===== config.mk =====
export PLATFORM = sky130hd
export DESIGN_NAME = sma_ctrl
export DESIGN_NICKNAME = d
export VERILOG_FILES = /design/src/hdl/sma_pkg.sv /design/src/hdl/sma_ctrl.sv
export SDC_FILE = /design/constraint.sdc
export NUM_CORES = 1
export LEC_CHECK = 0
export BUFFER_PORTS_ARGS = -buffer_cell sky130_fd_sc_hd__buf_2
export CAP_MARGIN = 15
export CORE_MARGIN = 2
export CORE_UTILIZATION = 39
export DETAILED_ROUTE_END_ITERATION = 7
export GPL_ROUTABILITY_DRIVEN = 0
export PLACE_DENSITY = 0.73
export SYNTH_ARGS = -nofsm -noshare
export SYNTH_HDL_FRONTEND = slang
export SYNTH_SLANG_ARGS = --single-unit

===== constraint.sdc =====
create_clock -name clk -period 1.45 [get_ports clk]
set_input_delay 0.2175 -clock clk [delete_from_list [all_inputs] [get_ports clk]]
set_output_delay 0.2175 -clock clk [all_outputs]
set_load 0.05 [all_outputs]

===== src/hdl/sma_pkg.sv =====
`timescale 1ns / 1ps
package sma_pkg;

  typedef enum logic [3:0] {
    OP_PUSH  = 4'd0,
    OP_ADD   = 4'd1,
    OP_SUB   = 4'd2,
    OP_MUL   = 4'd3,
    OP_DIV   = 4'd4,
    OP_PRINT = 4'd5,
    OP_STORE = 4'd6,
    OP_FETCH = 4'd7,
    OP_DUP   = 4'd8,
    OP_DROP  = 4'd9,
    OP_SWAP  = 4'd10,
    OP_EQ    = 4'd11,
    OP_LT    = 4'd12,
    OP_GT    = 4'd13
  } op_t;

  localparam logic [2:0] ERR_OK    = 3'd0;
  localparam logic [2:0] ERR_UNDER = 3'd1;
  localparam logic [2:0] ERR_OVER  = 3'd2;
  localparam logic [2:0] ERR_DIV0  = 3'd3;
  localparam logic [2:0] ERR_SLOT  = 3'd4;

  typedef enum logic [3:0] {
    S_IDLE,
    S_CLEAR,
    S_RD_B,
    S_RD_A,
    S_VAR,
    S_MUL,
    S_DIV,
    S_FIX,
    S_WR,
    S_TOP,
    S_OUT
  } state_t;

  // controller -> datapath
  typedef struct packed {
    logic clr_step;   // write zero to variable store at clear counter
    logic load;       // capture input item and decode checks
    logic rd_b;       // read data stack at sp-1 into b
    logic rd_a;       // read data stack at sp-2 into a
    logic rd_var;     // read variable store at slot b
    logic mul_start;
    logic mul_step;
    logic div_start;
    logic div_step;
    logic div_fix;
    logic exec;       // commit stack / store writes and new pointer
    logic rd_top;     // read new top
    logic out_load;   // load output register
  } cmd_t;

  // datapath -> controller
  typedef struct packed {
    logic clr_done;
    logic err_pre;    // underflow / overflow / unused op: skip
    logic need_b;
    logic need_a;
    logic is_var;     // fetch with valid slot
    logic is_mul;
    logic is_div;     // divide with nonzero divisor
    logic count_done;
  } stat_t;

endpackage


===== src/hdl/sma_ctrl.sv =====
`timescale 1ns / 1ps
module sma_ctrl (
  input  logic            clk,
  input  logic            rst,
  input  logic            in_valid,
  output logic            in_ready,
  output logic            out_valid,
  input  logic            out_ready,
  input  sma_pkg::stat_t  stat,
  output sma_pkg::cmd_t   cmd
);
  sma_pkg::state_t state, state_next;
  logic ov, ov_next;

  always_ff @(posedge clk) begin
    if (rst) begin
      state <= sma_pkg::S_CLEAR;
      ov <= 1'b0;
    end else begin
      state <= state_next;
      ov <= ov_next;
    end
  end

  assign out_valid = ov;

  always_comb begin
    state_next = state;
    cmd = '0;
    in_ready = 1'b0;
    ov_next = ov && !out_ready;
    unique case (state)
      sma_pkg::S_CLEAR: begin
        if (stat.clr_done) state_next = sma_pkg::S_IDLE;
        else cmd.clr_step = 1'b1;
      end
      sma_pkg::S_IDLE: begin
        in_ready = 1'b1;
        if (in_valid) begin
          cmd.load = 1'b1;
          state_next = sma_pkg::S_RD_B;
        end
      end
      sma_pkg::S_RD_B: begin
        if (stat.err_pre) state_next = sma_pkg::S_TOP;
        else begin
          if (stat.need_b) cmd.rd_b = 1'b1;
          state_next = stat.need_a ? sma_pkg::S_RD_A : sma_pkg::S_VAR;
        end
      end
      sma_pkg::S_RD_A: begin
        cmd.rd_a = 1'b1;
        state_next = sma_pkg::S_VAR;
      end
      sma_pkg::S_VAR: begin
        if (stat.is_var) begin
          cmd.rd_var = 1'b1;
          state_next = sma_pkg::S_WR;
        end else if (stat.is_mul) begin
          cmd.mul_start = 1'b1;
          state_next = sma_pkg::S_MUL;
        end else if (stat.is_div) begin
          cmd.div_start = 1'b1;
          state_next = sma_pkg::S_DIV;
        end else state_next = sma_pkg::S_WR;
      end
      sma_pkg::S_MUL: begin
        cmd.mul_step = 1'b1;
        if (stat.count_done) state_next = sma_pkg::S_WR;
      end
      sma_pkg::S_DIV: begin
        cmd.div_step = 1'b1;
        if (stat.count_done) state_next = sma_pkg::S_FIX;
      end
      sma_pkg::S_FIX: begin
        cmd.div_fix = 1'b1;
        state_next = sma_pkg::S_WR;
      end
      sma_pkg::S_WR: begin
        cmd.exec = 1'b1;
        state_next = sma_pkg::S_TOP;
      end
      sma_pkg::S_TOP: begin
        cmd.rd_top = 1'b1;
        state_next = sma_pkg::S_OUT;
      end
      sma_pkg::S_OUT: begin
        if (!ov || out_ready) begin
          cmd.out_load = 1'b1;
          ov_next = 1'b1;
          state_next = sma_pkg::S_IDLE;
        end
      end
      default: state_next = sma_pkg::S_IDLE;
    endcase
  end
endmodule


# Word level (Yosys, flattened, before mapping)
# Index checks and enable logic that the tools add are counted.
# op_classes
n_reduce_logical,6
div_mod_pow,0
n_lt_le_gt_ge,0
mux,37
mul,0
bitwise_logic,0
addsub,0
shifts,0
eq_ne,15
# op_table
operator,count
$pmux W4 S11,1
$mux W4,9
$mux W1,25
$eq A4 B3 Y1 const B,4
$eq A4 B4 Y1 const B,3
$ne A2 B2 Y1 const B,5
$eq A4 B2 Y1 const B,2
$reduce_and A5 Y1,1
$eq A4 B1 Y1 const B,1
$logic_not A4 Y1,1
$mux W3,1
$logic_not A1 Y1,2
$mux W2,1
$logic_and A1 B1 Y1,1
$logic_or A1 B1 Y1,1
# word_totals
ramBits,0
reg_bits,5
latch_bits,0
out_inout_bits,15
rom_bits,0
word_cells,60
n_memories,0

# Logic depth before layout (Yosys ltp)
# logic_depth
depth_word,4
ltp_mapped,6
ltp_nobuf,4

# Least setup slack after synthesis
# OpenSTA, ideal clock, no wires.
# synth_path
path_type,register to output
from,reg state[0]
to,out cmd[11] (netlist bit)
arrival_time_ns,2.756
path_slack_ns,-1.524
n_path_buf,2
required_time_ns,1.233
path_stages_with_launch,5
cell_sequence,dfxtp_1 buf_6 buf_2 nor4_1 and2_1
# synth_lines
element,line_no,rtl
start: declaration,sma_ctrl.sv:12,"sma_pkg::state_t state, state_next;"
start signal: assignment,sma_ctrl.sv:17,state <= sma_pkg::S_CLEAR;
start signal: assignment,sma_ctrl.sv:20,state <= state_next;
end: declaration,sma_ctrl.sv:10,output sma_pkg::cmd_t cmd

==> flow_summary.yaml <==
synthesis:
  syn_area_per_cell_um2: 7.58
  syn_nets: 81
  synth_xor_area_frac: 0.0167
  synthAdderAreaFrac: 0
  synthesis.area_um2: 523
  synth_seq_area_share: 0.191
  synth_top_family_by_area: "simple AND/OR/NAND/NOR gates"
  ys_warn_count: 0
  synth-seq-cells: 5
  synth_compound_area_frac: 0.203
  synth_simple_gate_area_frac: 0.486
  synth.distinct_cells: 32
  synth.area.mux_share: 0.0191
  syn_inst: 69
power:
  ir_drop_uv: 1190
  power_density_nw_per_um2: 1950
  leakage_nw: 0.482
critical_path:
  required_ns: 1.23
  cp.arrival_ns: 1.57
  path_class: "reg2out"
  cp-end-kind: "primary output"
  crit_fanout: 2
  r2r_cells: 7
  critPathLaunchType: "flip-flop"
routing:
  wl_met3_um: 179
  drt-initial-drc-count: 29
  wirelength_mm: 2.40
  ant_nets: 0
  routed.top_layer: "met4"
  route.vias.total: 794
  drc: 0
  avgRoutedWirePerCell_um: 18.3
  drt_first_pass_iters: 4
  routed_via_density: 6.06
  wl_met1_um: 940
  met2_length_mm: 1.21
sta:
  rsz0062_at_grt: "yes"
  worst_pin_slew_ns: 0.394
  setup_slack_ns: -0.336
  period_minus_slack_ns: 1.79
  fmax_mhz: 560
  slew_headroom: 0.731
  drv_slew: 0
  hold_viol: 0
  setup_viol: 18
  fin_skew_ns: 0.00124
  fin_crit_sh: 1.23
floorplanning:
  die_w_um: 40.6
  dieHeight_um: 40.6
  rows: 13
  fp.dieArea_um2: 1650
  io_pins: 27
  coreArea_um2: 1270
  initial_core_util: 0.412
global_route:
  grt-ovfl-total: 0
  grt_pass1_wl_mm: 3.06
  grt_pass1_vias: 673
  antenna_found_initial: 0
  grt_max_degree: 17
  grt_usage: 0.290
final_layout:
  layout-drive-gt1-share: 0.664
  fin_util: 0.887
  final_cell_mix: "19 x buf_4, 16 x buf_6, 12 x buf_2, 5 x nor3_1"
  antenna_cells: 0
  fin_nets: 129
  final_cell_area_um2: 1120
  final_common_cell: "buf_4"
  syn_to_final_growth_pct: 115
cts:
  cts-root-buf: "clkbuf_4"
  clock_sinks: 5
  cts_tree: "done"
  clk_pin_slew_ns: 0.05
  cts.htree.levels: 1
  clk_latency_ns: 0.25
  cts_buffer_depth: 2
  cts_buffers: 3
worst_hold_path:
  hold_depth: 2
  min-delay-path-class: "in2reg"
status:
  violations: "setup timing"
  status: "finished, violations left"
placement:
  port_buffers: 26
  place_area_um2: 881
  dp_hpwl_mm: 1.27
run:
  maxCapViolations: 0
worst max-delay path: stages, from the launching register on:
cell     delay [ns]
dfxtp_2        0.32
or4b_4         0.57
nor4b_4        0.24
buf_6          0.19
stage by stage:
step	setup slack, ns	TNS (ns)	instances	hold slack, ns	power (mW)
floorplan	-0.386	-2.24	69	0.287	1.18
CTS	-0.317	-2.21	128	0.205	2.03
detailed placement	-0.155	-0.922	122	0.464	1.59
global route	-0.377	-3.85	131	0.225	2.28
global placement	-0.169	-0.718	122	0.460	1.57
finish	-0.336	-2.79	131	0.220	2.19
cell type report:
type                    instances  area (um2)
fillers                        55         144
inverters                       2        7.51
clock buffers                   4        26.3
flip-flops and latches          5         103
well taps                      15        18.8
multi-input cells              56         557
repair buffers                 49         413
report_power, final:
group,internal (mW),switching [mW]
registers,0.187,0.0343
clock network,0.105,0.0687
logic,0.793,1.01
total,1.09,1.11
synth_stat cells:
library cell | number | area, um2
inv_1 | 2 | 7.51
nand4bb_1 | 1 | 11.3
nor2_1 | 7 | 26.3
nor3b_4 | 1 | 18.8
nand2_1 | 1 | 3.75
buf_6 | 1 | 11.3
a21oi_1 | 4 | 20.0
o31a_1 | 1 | 8.76
nor2b_1 | 2 | 12.5
mux2i_1 | 1 | 10.0
or3_1 | 1 | 6.26
a211o_1 | 1 | 8.76
nand2b_1 | 6 | 37.5
and2_1 | 2 | 12.5
a31o_2 | 1 | 8.76
a31oi_1 | 2 | 12.5
nor4bb_1 | 2 | 20.0
a211oi_1 | 1 | 7.51
o41ai_1 | 1 | 8.76
nor4_1 | 3 | 18.8
nor4b_1 | 2 | 17.5
nor3_1 | 7 | 35.0
o21ai_0 | 1 | 5.00
xor2_1 | 1 | 8.76
buf_2 | 5 | 25.0
nand3_1 | 2 | 10.0
or4b_4 | 1 | 13.8
dfxtp_1 | 5 | 100
a2bb2oi_1 | 1 | 8.76
a311oi_1 | 1 | 8.76
or4b_2 | 1 | 10.0
a2111oi_0 | 1 | 8.76
cell families (layout without fill, tap and decap cells):
group | after synthesis | after routing
compound gates | 15 | 15
xor+xnor | 1 | 1
buf+inv | 8 | 55
flops | 5 | 5
mux | 1 | 1
simple gates | 39 | 39
per-layer routing:
| layer | track usage | vias to the layer above |
|---|---|---|
| met5 | 0 | - |
| met2 | 0.532 | 51 |
| met1 | 0.339 | 371 |
| li1 | - | 359 |
| met4 | 0.108 | 0 |
| met3 | 0.0326 | 13 |
flip-flops by register name (all words and copies together) (netlist names):
name       flops
state          4
out_valid      1
final timing paths:
check | start | end | slack, ns
max | state[1] | cmd[5] | -0.34
min | rst | out_valid | 0.22
max reg2reg | state[1] | state[0] | -0.23
min reg2reg | out_valid | out_valid | 0.63
what timing repair did:
action,4_1_cts,5_1_grt
pin swaps,5,4
gates resized for setup,41,8
hold buffers,0,0
endpoints found under the setup margin,18,18
buffers inserted,2,3
(Power assumes the default switching activity.)
